<file path="config.mk">
export PLATFORM = sky130hd
export DESIGN_NAME = c_comment_stripper
export DESIGN_NICKNAME = d
export VERILOG_FILES = /design/src/sv/ccs_pkg.sv /design/src/sv/c_comment_stripper.sv /design/src/sv/ccs_scan.sv /design/src/sv/ccs_outq.sv
export SDC_FILE = /design/constraint.sdc
export NUM_CORES = 1
export LEC_CHECK = 0
export BUFFER_PORTS_ARGS = -buffer_cell sky130_fd_sc_hd__buf_4
export CAP_MARGIN = 20
export CORE_ASPECT_RATIO = 0.8
export CORE_MARGIN = 1.5
export CORE_UTILIZATION = 25
export DETAILED_ROUTE_END_ITERATION = 8
export GPL_TIMING_DRIVEN = 0
export PLACE_DENSITY = 0.37
export SLEW_MARGIN = 20
export SYNTH_ARGS = -nofsm -noshare
export SYNTH_HDL_FRONTEND = slang
export SYNTH_SLANG_ARGS = --single-unit
</file>
<file path="constraint.sdc">
create_clock -name clk -period 4.77 [get_ports clk]
set_clock_uncertainty 0.15 [all_clocks]
set_input_delay 0.7155 -clock clk [delete_from_list [all_inputs] [get_ports clk]]
set_output_delay 0.7155 -clock clk [all_outputs]
set_load 0.01 [all_outputs]
</file>
<file path="src/sv/ccs_pkg.sv">
// types, mode codes and character constants of the comment stripper
package ccs_pkg;

	// recognised characters
	localparam logic [7:0] CH_SLASH  = 8'h2F;
	localparam logic [7:0] CH_STAR   = 8'h2A;
	localparam logic [7:0] CH_BSLASH = 8'h5C;
	localparam logic [7:0] CH_SQUOTE = 8'h27;
	localparam logic [7:0] CH_DQUOTE = 8'h22;
	localparam logic [7:0] CH_CR     = 8'h0D;
	localparam logic [7:0] CH_LF     = 8'h0A;

	// scan mode
	typedef enum logic [3:0] {
		M_CODE       = 4'd0,
		M_SLASH      = 4'd1,
		M_BLOCK      = 4'd2,
		M_BLOCK_STAR = 4'd3,
		M_LINE       = 4'd4,
		M_LINE_CONT  = 4'd5,
		M_CHAR       = 4'd6,
		M_CHAR_ESC   = 4'd7,
		M_STR        = 4'd8,
		M_STR_ESC    = 4'd9
	} mode_t;

	// one input transfer
	typedef struct packed {
		logic       text_start;
		logic [7:0] in_byte;
	} in_item_t;

	// one output transfer
	typedef struct packed {
		logic [7:0] out_byte;
		logic       run_last;
	} out_item_t;

	// bytes produced by one scanned byte
	typedef struct packed {
		logic [1:0] n;
		logic [7:0] a;
		logic [7:0] b;
	} scan_res_t;

endpackage

</file>
<file path="src/sv/c_comment_stripper.sv">
// top level of the comment stripper
// path: an input byte is registered in the input stage and again in the result buffer before it is output
// throughput: one input byte per cycle; the held slash emits nothing, so its two-byte
// release fits the two-entry result buffer and input stalls only under output back-pressure
// reset: arst_n clears the input stage, the result buffer and sets the mode to normal code
module c_comment_stripper (
	input  logic               clk,
	input  logic               arst_n,
	input  logic               text_valid,
	output logic               text_ready,
	input  ccs_pkg::in_item_t  text_item,
	output logic               strip_valid,
	input  logic               strip_ready,
	output ccs_pkg::out_item_t strip_item
);
	import ccs_pkg::*;

	in_item_t  item_s1;
	logic      valid_s1;
	logic      advance;
	scan_res_t res;

	assign text_ready = !valid_s1 || advance;

	// input register
	always_ff @(posedge clk or negedge arst_n) begin
		if (!arst_n) begin
			valid_s1 <= 1'b0;
		end else if (text_ready) begin
			valid_s1 <= text_valid;
		end
	end

	always_ff @(posedge clk) begin
		if (text_ready && text_valid) begin
			item_s1 <= text_item;
		end
	end

	ccs_scan u_scan (
		.clk     (clk),
		.arst_n  (arst_n),
		.item_s1 (item_s1),
		.take    (advance),
		.res     (res)
	);

	ccs_outq u_outq (
		.clk         (clk),
		.arst_n      (arst_n),
		.valid_s1    (valid_s1),
		.res         (res),
		.advance     (advance),
		.strip_valid (strip_valid),
		.strip_ready (strip_ready),
		.strip_item  (strip_item)
	);

endmodule

</file>
<file path="src/sv/ccs_scan.sv">
// scan mode register and per-byte decode
module ccs_scan (
	input  logic             clk,
	input  logic             arst_n,
	input  ccs_pkg::in_item_t item_s1,
	input  logic             take,
	output ccs_pkg::scan_res_t res
);
	import ccs_pkg::*;

	mode_t      mode_q;
	mode_t      cur;
	mode_t      nxt;
	logic [7:0] c;

	assign c   = item_s1.in_byte;
	assign cur = item_s1.text_start ? M_CODE : mode_q;

	// next mode
	always_comb begin
		nxt = cur;
		case (cur)
			M_SLASH: begin
				if (c == CH_STAR) nxt = M_BLOCK;
				else if (c == CH_SLASH) nxt = M_LINE;
				else nxt = M_CODE;
			end
			M_BLOCK: begin
				if (c == CH_STAR) nxt = M_BLOCK_STAR;
			end
			M_BLOCK_STAR: begin
				if (c == CH_SLASH) nxt = M_CODE;
				else if (c != CH_STAR) nxt = M_BLOCK;
			end
			M_LINE: begin
				if (c == CH_BSLASH) nxt = M_LINE_CONT;
				else if (c == CH_CR || c == CH_LF) nxt = M_CODE;
			end
			M_LINE_CONT: begin
				if (c != CH_BSLASH && c != CH_CR && c != CH_LF) nxt = M_LINE;
			end
			M_CHAR: begin
				if (c == CH_BSLASH) nxt = M_CHAR_ESC;
				else if (c == CH_SQUOTE) nxt = M_CODE;
			end
			M_CHAR_ESC: nxt = M_CHAR;
			M_STR: begin
				if (c == CH_BSLASH) nxt = M_STR_ESC;
				else if (c == CH_DQUOTE) nxt = M_CODE;
			end
			M_STR_ESC: nxt = M_STR;
			default: begin
				// normal code, unused codes behave the same
				if (c == CH_SLASH) nxt = M_SLASH;
				else if (c == CH_SQUOTE) nxt = M_CHAR;
				else if (c == CH_DQUOTE) nxt = M_STR;
				else nxt = M_CODE;
			end
		endcase
	end

	// emitted bytes
	always_comb begin
		res.n = 2'd0;
		res.a = c;
		res.b = c;
		case (cur)
			M_SLASH: begin
				if (c != CH_STAR && c != CH_SLASH) begin
					res.n = 2'd2;
					res.a = CH_SLASH;
				end
			end
			M_BLOCK, M_BLOCK_STAR, M_LINE_CONT: res.n = 2'd0;
			M_LINE: begin
				if (c == CH_CR || c == CH_LF) res.n = 2'd1;
			end
			M_CHAR, M_CHAR_ESC, M_STR, M_STR_ESC: res.n = 2'd1;
			default: begin
				if (c != CH_SLASH) res.n = 2'd1;
			end
		endcase
	end

	// mode advances when the scanned byte leaves the input stage
	always_ff @(posedge clk or negedge arst_n) begin
		if (!arst_n) begin
			mode_q <= M_CODE;
		end else if (take) begin
			mode_q <= nxt;
		end
	end

endmodule

</file>
<file path="src/sv/ccs_outq.sv">
// two-entry result buffer with room check for the input stage
module ccs_outq (
	input  logic               clk,
	input  logic               arst_n,
	input  logic               valid_s1,
	input  ccs_pkg::scan_res_t res,
	output logic               advance,
	output logic               strip_valid,
	input  logic               strip_ready,
	output ccs_pkg::out_item_t strip_item
);
	import ccs_pkg::*;

	out_item_t  slot0_q;
	out_item_t  slot1_q;
	out_item_t  nxt0;
	out_item_t  nxt1;
	out_item_t  e0;
	out_item_t  e1;
	logic [1:0] cnt_q;
	logic [1:0] cnt_nxt;
	logic [1:0] kept;
	logic [1:0] room;
	logic       pop;

	assign strip_valid = (cnt_q != 2'd0);
	assign strip_item  = slot0_q;
	assign pop         = strip_valid && strip_ready;
	assign kept        = cnt_q - {1'b0, pop};
	assign room        = 2'd2 - kept;
	assign advance     = valid_s1 && (res.n <= room);

	// entries to append
	assign e0 = '{out_byte: res.a, run_last: (res.n == 2'd1)};
	assign e1 = '{out_byte: res.b, run_last: 1'b1};

	// shift out the taken entry, then append
	always_comb begin
		nxt0 = pop ? slot1_q : slot0_q;
		nxt1 = slot1_q;
		cnt_nxt = kept;
		if (advance && res.n != 2'd0) begin
			cnt_nxt = kept + res.n;
			case (kept)
				2'd0: begin
					nxt0 = e0;
					if (res.n == 2'd2) nxt1 = e1;
				end
				2'd1: nxt1 = e0;
				default: nxt1 = slot1_q;
			endcase
		end
	end

	always_ff @(posedge clk or negedge arst_n) begin
		if (!arst_n) begin
			cnt_q <= 2'd0;
		end else begin
			cnt_q <= cnt_nxt;
		end
	end

	always_ff @(posedge clk) begin
		slot0_q <= nxt0;
		slot1_q <= nxt1;
	end

endmodule

</file>
=== After elaboration in Yosys (flattened, before gate mapping) ===
Index checks and enable logic that the tools add are counted.

* Flip-flop bits (word level): 34
* Bits in latches: 0
* RAM bits: 0
* Bits in read-only memories: 0
* Input port bits: 13
* Output and inout port bits: 11
* Logic and storage cells: 83
* Memories kept: 0

* Add/sub/neg operators: 3
* $mul: 0
* Divide/modulo/power cells: 0
* Magnitude comparators: 1
* Equal/unequal tests: 25
* Shifts and indexed selects: 0
* Mux-type cells: 28
* Bitwise gates (word level): 0
* Reductions and logical operators: 17

{| class="wikitable"
|+ Operators by type and width
! cell !! count
|-
| $mux W4 || 15
|-
| $mux W9 || 4
|-
| $pmux W4 S9 || 1
|-
| $eq A8 B6 Y1 const B || 4
|-
| $pmux W9 S2 || 1
|-
| $eq A4 B3 Y1 const B || 4
|-
| $eq A8 B4 Y1 const B || 2
|-
| $ne A8 B4 Y1 const B || 2
|-
| $ne A8 B6 Y1 const B || 2
|-
| $mux W10 || 1
|-
| $eq A4 B2 Y1 const B || 2
|-
| $eq A4 B4 Y1 const B || 2
|-
| $eq A8 B7 Y1 const B || 1
|-
| $mux W8 || 1
|-
| $ne A8 B7 Y1 const B || 1
|-
| $pmux W2 S4 || 1
|-
| $logic_and A1 B1 Y1 || 7
|-
| $reduce_bool A2 Y1 || 3
|-
| $eq A2 B1 Y1 const B || 2
|-
| $eq A4 B1 Y1 const B || 1
|-
| $reduce_or A4 Y1 || 1
|-
| $mux W3 || 1
|-
| $reduce_and A3 Y1 || 1
|-
| $reduce_or A3 Y1 || 1
|-
| other kinds (11) || 13
|}

=== Longest topological paths before layout ===
Gate-level depths: netlist (run 1).

* Depth after elaboration: 8
* Mapped depth: 16
* Mapped depth without buffers: 14

=== Modules after synthesis ===
A second synthesis (run 1) with hierarchy kept.

* Cell total of the unflattened synthesis: 182
* Area total of the unflattened synthesis: 2035.7 um2

{| class="wikitable"
|+ Modules (own cells, without submodules)
! module !! times used !! cells an instance !! area an instance (um2) !! sequential area each (um2)
|-
| ccs_outq || 1 || 79 || 1036.0 || 500.5
|-
| ccs_scan || 1 || 90 || 675.6 || 100.1
|-
| c_comment_stripper || 1 || 13 || 324.1 || 295.3
|}

=== Least setup slack after synthesis (run 1) ===
No wires, ideal clock.

* Path kind: register -> register
* Start point: register u_outq.cnt_q[1]
* End point: register u_outq.slot1_q[0] (netlist bit) (enable)
* Library setup time: 330 ps
* Arrival: 3169 ps
* Required time: 4290 ps
* Slack: 1121 ps
* Cell stages (with the launch flop): 15
* Buffers on the path: 2
* Period minus slack after synthesis: 3649 ps
* Path through: dfrtp_1 -> or2_2 -> clkbuf_1 -> nand2_1 -> inv_1 -> ha_1 -> xnor2_1 -> ha_1 -> inv_1 -> ha_1 -> nor2b_1 -> o22ai_1 -> and2_1 -> clkbuf_1 -> o211a_1

* Longest elaborated chain between the ends: 8
* Elaborated cells on any way between the ends: 12
* Those cells by class: 2 x add/sub; 1 x order compare; 2 x eq/ne; 7 x reduce/logical

{| class="wikitable"
|+ RTL lines
! what !! RTL line !! RTL
|-
| start: declaration || ccs_outq.sv:20 || <nowiki>logic [1:0] cnt_q;</nowiki>
|-
| start signal: assignment || ccs_outq.sv:59 || <nowiki>cnt_q <= cnt_nxt;</nowiki>
|-
| $reduce_bool A2 Y1 * || ccs_outq.sv:26 || <nowiki>assign strip_valid = (cnt_q != 2'd0);</nowiki>
|-
| named net strip_valid || c_comment_stripper.sv:12 || <nowiki>output logic strip_valid,</nowiki>
|-
| $logic_and A1 B1 Y1 * || ccs_outq.sv:28 || <nowiki>assign pop = strip_valid && strip_ready;</nowiki>
|-
| $sub A2 B1 Y2 * || ccs_outq.sv:29 || <nowiki>assign kept = cnt_q - {1'b0, pop};</nowiki>
|-
| $sub A2 B2 Y2 || ccs_outq.sv:30 || <nowiki>assign room = 2'd2 - kept;</nowiki>
|-
| $le A2 B2 Y1 || ccs_outq.sv:31 || <nowiki>assign advance = valid_s1 && (res.n <= room);</nowiki>
|-
| $logic_and A1 B1 Y1 || ccs_outq.sv:31 ||
|-
| $logic_and A1 B1 Y1 || ccs_outq.sv:42 || <nowiki>if (advance && res.n != 2'd0) begin</nowiki>
|-
| $reduce_and A3 Y1 (no line) * || - ||
|-
| end signal: assignment || ccs_outq.sv:65 || <nowiki>slot1_q <= nxt1;</nowiki>
|-
| end: declaration || ccs_outq.sv:15 || <nowiki>out_item_t slot1_q;</nowiki>
|}

Mark *: on every way through the listed nets, which the timed path passes. The rest lies on a longest branch.
A chain may end at the register's enable or synchronous reset.

=== Worst setup path in the final report (run 1) ===
* Start point: register u_outq.cnt_q[1]
* End point: register u_outq.slot1_q[7] (netlist bit) (enable)

* Longest elaborated chain between the ends: 8
* Elaborated cells on any way between the ends: 12
* Those cells by class: 2 x add/sub; 1 x order compare; 2 x eq/ne; 7 x reduce/logical

{| class="wikitable"
|+ RTL lines
! what !! RTL line
|-
| $reduce_bool A2 Y1 || ccs_outq.sv:26
|-
| $logic_and A1 B1 Y1 || ccs_outq.sv:28
|-
| $sub A2 B1 Y2 * || ccs_outq.sv:29
|-
| $sub A2 B2 Y2 || ccs_outq.sv:30
|-
| $le A2 B2 Y1 || ccs_outq.sv:31
|-
| $logic_and A1 B1 Y1 || ccs_outq.sv:31
|-
| $logic_and A1 B1 Y1 || ccs_outq.sv:42
|-
| $reduce_and A3 Y1 (no line) * || -
|}

Every way passes the cells marked *; elsewhere a longest branch is shown, timed or not.

==> summary.md, run 1 <==
Floorplan
- **area of the core** 6960 µm²
- **height of the chip** 79.2 µm
- **Die W** 98.2 µm
- **area of the die** 7780 µm²
- **row count** 27
- **Starting Density** 26.1%
- **number of I/O pins** 24

Clocking
- **TritonCTS clock tree** done
- **clock latency on the worst-skew pair** 0.28 ns
- **Clock Sinks** 34
- **post-CTS setup buffer count** 0
- **number of buffers inserted by hold repair at cts** 0
- **number of instances resized during post-cts repair** 0
- **CTS Root Buffer Type** sky130_fd_sc_hd__clkbuf_8
- **Clock H-tree levels** 2
- **number of clock buffers inserted by TritonCTS** 5
- **clock transition at the register clock pins on the worst setup and hold paths after CTS** 0.07 ns
- **Max clock buf depth** 2

GRT
- **vias in the first global route** 1342
- **first-pass GRT wire length** 6830 µm
- **pin count of the biggest net entering global routing** 12
- **total overflow reported by the global router** 0
- **initial antenna violation count** 0
- **overall fraction of global-route tracks in use** 11.5%

Synth
- **Synth area leader** sky130_fd_sc_hd__edfxtp_1
- **Distinct cells, synth** 49
- **gate count of the mapped netlist** 175
- **commonest cells in the synthesized netlist** sky130_fd_sc_hd__edfxtp_1 (18), sky130_fd_sc_hd__nor2_1 (12), sky130_fd_sc_hd__inv_1 (11), sky130_fd_sc_hd__nand2_1 (11), sky130_fd_sc_hd__dfxtp_1 (9)
- **average cell area after synthesis** 10.4 µm²
- **Primary FF master, synth** sky130_fd_sc_hd__edfxtp_1
- **post-synthesis sequential area ratio** 49.4%
- **fraction of synthesized cell area taken by the top area cell type** 29.8%
- **count of flip-flops with a built-in enable after synthesis** 18
- **register bit count reported by yosys** 34
- **leading post-synthesis cells by cell area** sky130_fd_sc_hd__edfxtp_1 (30%), sky130_fd_sc_hd__dfxtp_1 (9.9%), sky130_fd_sc_hd__dfrtp_1 (9.7%), sky130_fd_sc_hd__ha_1 (4.1%), sky130_fd_sc_hd__mux2i_1 (3.3%)
- **ys async rst share** 20.6%
- **leading cell type by number of instances after synthesis** sky130_fd_sc_hd__edfxtp_1
- **summed instance area of the synthesized netlist** 1810 µm²
- **net count after synthesis** 194
- **Ys Warns** 0

Route
- **Antenna Nets Post-Route** 0
- **final routed wire length divided by cell count** 14.7 µm
- **detailed-route vias per instance** 4.85
- **detailed-router iteration count before antenna repair** 4
- **number of DRC violations after detailed-routing iteration 0** 116
- **DR vias** 1420
- **post-route DRC violation count** 0
- **Total Wirelength** 4310 µm

Outcome
- **result of the run** complete, no violations

Placed design
- **number of placed cells counting well taps** 285
- **HPWL after detailed placement** 3260 µm
- **number of buffer cells added on primary ports** 23
- **worst slack after detailed placement** 0.441 ns
- **gpl congestion** 0.817

Power
- **total power density per cell area** 850 nW/µm²
- **worst-case vdd ir drop** 0.236 mV
- **leakage power total** 0.000889 µW

STA
- **Peak Freq** 236 MHz
- **RSZ-0062 raised after global routing** no
- **Min Clock Period, post-route** 4.24 ns
- **final clock period utilization by the worst path** 88.9%
- **count of final setup violators** 0
- **total count of hold-check failures in the final report** 0
- **Total Neg Setup Slack** 0 ns
- **worst slew pin tran** 0.500 ns
- **max-slew headroom at the worst pin** 66.6%
- **worst hold margin** 0.0792 ns
- **final slew viol count** 0
- **post-route setup slack** 0.529 ns

Cells and area
- **Area Overhead vs Synth** 21.5%
- **Final nets** 224
- **share of post-route cells with drive strength above 1** 22.3%
- **Finished Core Util** 31.7%
- **Layout Cells excl Fill** 293
- **Antenna diodes** 0

Critical path
- **required time at the worst-slack endpoint** 4.55 ns
- **worst endpoint data arrival time** 4.02 ns
- **Max stage delay on crit path** 0.49 ns
- **critical-path cell with the highest stage delay** sky130_fd_sc_hd__o211a_1
- **startpoint type of the worst setup path** register
- **Crit. End Element** register
- **family with the most delay on the worst path** simple AND/OR/NAND/NOR gates
- **critical path peak fanout** 10
- **critical path type** register to register
- **Crit path buffers/inverters** 4
- **setup slack, reg-to-reg** 0.53 ns
- **cell with the most instances on the worst path** sky130_fd_sc_hd__ha_1
- **Critical Path, Cell by Cell** or2_2, clkbuf_1, nand2_1, inv_1, ha_1, xnor2_1, ha_1, inv_1, ha_1, nor2b_1, o22ai_1, and2_1, clkbuf_1, o211a_1

Min path
- **type of the tightest min-delay check** primary input to asynchronous set/reset pin

Run
- **count of maximum capacitance violations** 0

==> layout by cell type (no fill, tap or decap), types with 4 or more instances in the layout <==
cell / instances
sky130_fd_sc_hd__a21oi_1: 4
sky130_fd_sc_hd__a31oi_1: 4
sky130_fd_sc_hd__and2_1: 5
sky130_fd_sc_hd__buf_4: 23
sky130_fd_sc_hd__clkbuf_8: 5
sky130_fd_sc_hd__dfrtp_1: 7
sky130_fd_sc_hd__dfxtp_1: 9
sky130_fd_sc_hd__edfxtp_1: 18
sky130_fd_sc_hd__ha_1: 6
sky130_fd_sc_hd__inv_1: 11
sky130_fd_sc_hd__mux2_2: 4
sky130_fd_sc_hd__mux2i_1: 6
sky130_fd_sc_hd__nand2_1: 11
sky130_fd_sc_hd__nand2b_1: 7
sky130_fd_sc_hd__nand3_1: 8
sky130_fd_sc_hd__nor2_1: 12
sky130_fd_sc_hd__o21ai_0: 6
sky130_fd_sc_hd__o21ai_1: 6
sky130_fd_sc_hd__o22a_1: 4
==> sequential cells by signal, summed over array words and instances (netlist names) <==
name / count
u_outq.strip_item: 9
u_outq.cnt_q: 2
u_scan.mode_q: 4
valid_s1: 1
u_outq.slot1_q: 9
item_s1: 9
==> cell families after synthesis <==
group	after synthesis	share of synthesized area, %
buf+inv	18	3.93
mux	11	6.41
flops	34	49.4
xor+xnor	2	0.966
simple gates	66	20.3
compound gates	38	14.9
fa+ha+maj	6	4.14
==> cell type report <==
| class | instances | area [µm²] |
|---|---|---|
| buffer | 6 | 26.3 |
| clock buffer | 5 | 68.8 |
| clock inverter | 3 | 40.0 |
| fill | 712 | 4750 |
| inverter | 12 | 45.0 |
| multi-input combinational | 123 | 847 |
| sequential | 34 | 896 |
| tap | 87 | 109 |
| timing repair buffer | 23 | 173 |
==> metrics by stage <==
step           cell area (µm²)  power [µW]
5_1_grt                   2200        2030
4_1_cts                   2200        1890
2_1_floorplan             1810        1290
3_5_place_dp              2100        1620
6_report                  2200        1870
3_3_place_gp              2100        1600
==> path summary, 6_finish.rpt <==
path / start / end / cells after the start
max: u_outq.cnt_q[1]$_DFF_PN0_ / u_outq.slot1_q[7]$_DFFE_PP_ / 14
max in group asynchronous: arst_n / u_scan.mode_q[3]$_DFFE_PN0P_ / 1
min: arst_n / u_scan.mode_q[1]$_DFFE_PN0P_ / 1
max reg2reg: u_outq.cnt_q[1]$_DFF_PN0_ / u_outq.slot1_q[7]$_DFFE_PP_ / 14
min reg2reg: u_outq.slot1_q[5]$_DFFE_PP_ / u_outq.strip_item[5]$_DFF_P_ / 2
min in group clk: u_outq.slot1_q[5]$_DFFE_PP_ / u_outq.strip_item[5]$_DFF_P_ / 2
==> per-layer routing <==
metal	global-route usage (%)	part of all wire, %	vias up	wire (µm)
met5	0	0	-	0
li1	-	-	693	-
met3	3.08	4.2	4	181
met4	3.80	0.70	0	30
met1	16.4	52	687	2250
met2	16.7	43	36	1850
==> power breakdown <==
part | switching [µW] | internal [µW] | total, µW
clock network | 106 | 154 | 260
registers | 111 | 507 | 618
logic | 580 | 415 | 995
(Power assumes the default switching activity.)
==> inputs of run 2 (changes only) <==
- ABC_AREA: default -> 1
- clock period: 4.77 -> 4 ns (I/O delays scaled with it)
==> summary.md, run 2 <==
Synth
- **ys async rst share** 20.6%
- **count of flip-flops with a built-in enable after synthesis** 18
- **Primary FF master, synth** sky130_fd_sc_hd__edfxtp_1
- **average cell area after synthesis** 7.43 µm²
- **register bit count reported by yosys** 34
- **net count after synthesis** 317
- **Synth area leader** sky130_fd_sc_hd__edfxtp_1
- **post-synthesis sequential area ratio** 40.5%
- **gate count of the mapped netlist** 298
- **Ys Warns** 0
- **fraction of synthesized cell area taken by the top area cell type** 24.4%
- **Distinct cells, synth** 33
- **leading cell type by number of instances after synthesis** sky130_fd_sc_hd__nand2_1
- **summed instance area of the synthesized netlist** 2210 µm²
- **leading post-synthesis cells by cell area** sky130_fd_sc_hd__edfxtp_1 (24%), sky130_fd_sc_hd__nand2_1 (16%), sky130_fd_sc_hd__dfxtp_1 (8.1%), sky130_fd_sc_hd__dfrtp_1 (7.9%), sky130_fd_sc_hd__inv_1 (6.3%)
- **commonest cells in the synthesized netlist** sky130_fd_sc_hd__nand2_1 (94), sky130_fd_sc_hd__inv_1 (37), sky130_fd_sc_hd__nor2_1 (31)

Outcome
- **result of the run** complete, no violations

Route
- **Total Wirelength** 5720 µm
- **DR vias** 1890
- **detailed-route vias per instance** 4.26
- **Antenna Nets Post-Route** 0
- **final routed wire length divided by cell count** 12.9 µm
- **post-route DRC violation count** 0
- **detailed-router iteration count before antenna repair** 4
- **number of DRC violations after detailed-routing iteration 0** 79

Floorplan
- **height of the chip** 87.2 µm
- **Starting Density** 25.9%
- **area of the core** 8560 µm²
- **number of I/O pins** 24
- **Die W** 108 µm
- **row count** 30
- **area of the die** 9440 µm²

Cells and area
- **commonest non-fill, non-tap cell in the layout** sky130_fd_sc_hd__nand2_1
- **Antenna diodes** 0
- **Final nets** 350
- **Finished Core Util** 31.6%
- **Area Overhead vs Synth** 22.0%
- **share of post-route cells with drive strength above 1** 20.5%
- **most used cells in the layout excluding fill and tap cells** sky130_fd_sc_hd__nand2_1 (93), sky130_fd_sc_hd__inv_1 (36), sky130_fd_sc_hd__nor2_1 (31), sky130_fd_sc_hd__nand3_1 (24), sky130_fd_sc_hd__buf_4 (24)

Critical path
- **Max stage delay on crit path** 0.41 ns
- **family with the most delay on the worst path** simple AND/OR/NAND/NOR gates
- **startpoint type of the worst setup path** register
- **critical path peak fanout** 6
- **required time at the worst-slack endpoint** 3.25 ns
- **critical path type** register to output pin
- **critical-path cell with the highest stage delay** sky130_fd_sc_hd__dfrtp_1
- **Crit. End Element** output pin
- **Crit path buffers/inverters** 5
- **Critical Path, Cell by Cell** or2_2, nand2_2, inv_1, ha_1, xor2_2, inv_1, ha_1, inv_1, ha_1, inv_1, or2_2, nand3_1, buf_4
- **worst endpoint data arrival time** 3.00 ns
- **setup slack, reg-to-reg** 0.29 ns
- **cell with the most instances on the worst path** sky130_fd_sc_hd__inv_1

GRT
- **overall fraction of global-route tracks in use** 13.2%
- **vias in the first global route** 1836
- **pin count of the biggest net entering global routing** 13
- **first-pass GRT wire length** 9480 µm
- **initial antenna violation count** 0
- **total overflow reported by the global router** 0

Clocking
- **Max clock buf depth** 2
- **clock latency on the worst-skew pair** 0.29 ns
- **number of clock buffers inserted by TritonCTS** 5
- **Clock Sinks** 34
- **clock transition at the register clock pins on the worst setup and hold paths after CTS** 0.08 ns
- **Clock H-tree levels** 2
- **TritonCTS clock tree** done
- **CTS Root Buffer Type** sky130_fd_sc_hd__clkbuf_8

STA
- **count of final setup violators** 0
- **max-slew headroom at the worst pin** 61.7%
- **total count of hold-check failures in the final report** 0
- **RSZ-0062 raised after global routing** no
- **Min Clock Period, post-route** 3.75 ns
- **Peak Freq** 267 MHz
- **worst slew pin tran** 0.568 ns
- **final slew viol count** 0
- **final clock period utilization by the worst path** 93.7%

Run
- **count of maximum capacitance violations** 0

Min path
- **type of the tightest min-delay check** primary input to register

Placed design
- **gpl congestion** 0.833
- **number of buffer cells added on primary ports** 23
- **HPWL after detailed placement** 4370 µm

-- run 2: cell types whose count changed in the layout (fill, tap and decap cells not counted), moves of 6 or more --
cell and delta:
sky130_fd_sc_hd__nand2b_1 -7, sky130_fd_sc_hd__mux2i_1 -6, sky130_fd_sc_hd__nor2_1 +19, sky130_fd_sc_hd__nand2_2 +12
sky130_fd_sc_hd__inv_1 +25, sky130_fd_sc_hd__nand3_1 +16, sky130_fd_sc_hd__o21ai_1 -6, sky130_fd_sc_hd__nand2_1 +82
sky130_fd_sc_hd__o21ai_0 +7
-- run 2: layout make-up --
type / instances / area, µm²
sequential: 34 / 896
fill: 941 / 5860
clock buffer: 6 / 93.8
clock inverter: 2 / 38.8
inverter: 39 / 149
multi-input combinational: 221 / 1140
tap: 112 / 140
buffer: 5 / 51.3
timing repair buffer: 25 / 190
-- run 2: metal layers --
| metal | global-route usage [%] | vias up | wire, µm |
|---|---|---|---|
| met5 | 0 | - | 0 |
| met4 | 3.59 | 0 | 43 |
| met3 | 2.77 | 4 | 242 |
| met2 | 19.1 | 37 | 2340 |
| met1 | 19.8 | 827 | 3090 |
| li1 | - | 1022 | - |
-- run 2: final timing paths --
check,start,endpoint,depth (start not counted)
min in group asynchronous,arst_n,valid_s1$_DFFE_PN0P_,2
min,text_item[8],item_s1[8]$_DFFE_PP_,1
min reg2reg,u_outq.slot1_q[7]$_DFFE_PP_,u_outq.strip_item[7]$_DFF_P_,4
max,u_outq.cnt_q[1]$_DFF_PN0_,text_ready,13
max in group asynchronous,arst_n,u_outq.cnt_q[1]$_DFF_PN0_,2
max reg2reg,u_outq.cnt_q[1]$_DFF_PN0_,u_outq.slot1_q[3]$_DFFE_PP_,17
-- run 2: worst register-to-register path, stage by stage (launching register included) --
cell and delay [ns]:
sky130_fd_sc_hd__dfrtp_1 0.41, sky130_fd_sc_hd__or2_2 0.32, sky130_fd_sc_hd__nand2_2 0.13, sky130_fd_sc_hd__inv_1 0.13
sky130_fd_sc_hd__ha_1 0.25, sky130_fd_sc_hd__xor2_2 0.20, sky130_fd_sc_hd__inv_1 0.11, sky130_fd_sc_hd__ha_1 0.28
sky130_fd_sc_hd__inv_1 0.04, sky130_fd_sc_hd__ha_1 0.26, sky130_fd_sc_hd__inv_1 0.04, sky130_fd_sc_hd__or2_2 0.28
sky130_fd_sc_hd__nand2_1 0.07, sky130_fd_sc_hd__nand2_1 0.14, sky130_fd_sc_hd__inv_4 0.17, sky130_fd_sc_hd__nand2_4 0.08
sky130_fd_sc_hd__buf_12 0.15, sky130_fd_sc_hd__nor2_2 0.22
-- run 2: logic make-up after synthesis --
logic type	synth area share (%)
flops	40.5
simple gates	39.3
compound gates	7.57
xor+xnor	0.396
fa+ha+maj	3.39
buf+inv	8.93
-- run 2: repair_timing --
item / CTS / global route
hold endpoints to repair: 7 / 0
endpoints found under the setup margin: 9 / 10
gates cloned: 0 / 1
setup buffers: 0 / 1
resized for setup: 3 / 2
hold buffers: 1 / 0
pin swaps: 0 / 2
-- run 2: through the flow --
step | hold WS, ns | instance area (µm²) | cells | TNS (ns) | worst slack [ns]
floorplan | 0.154 | 2210 | 298 | 0 | 0.363
global placement | 0.278 | 2530 | 433 | -3.02 | -0.336
detailed placement | 0.277 | 2530 | 433 | -2.88 | -0.321
CTS | 0.322 | 2680 | 442 | 0 | 0.0204
global route | 0.316 | 2700 | 444 | 0 | 0.0263
finish | 0.328 | 2700 | 444 | 0 | 0.254
Power of run 2 is not shown: default switching activity piles up to over one toggle a cycle in this logic, so the estimate is an artifact.
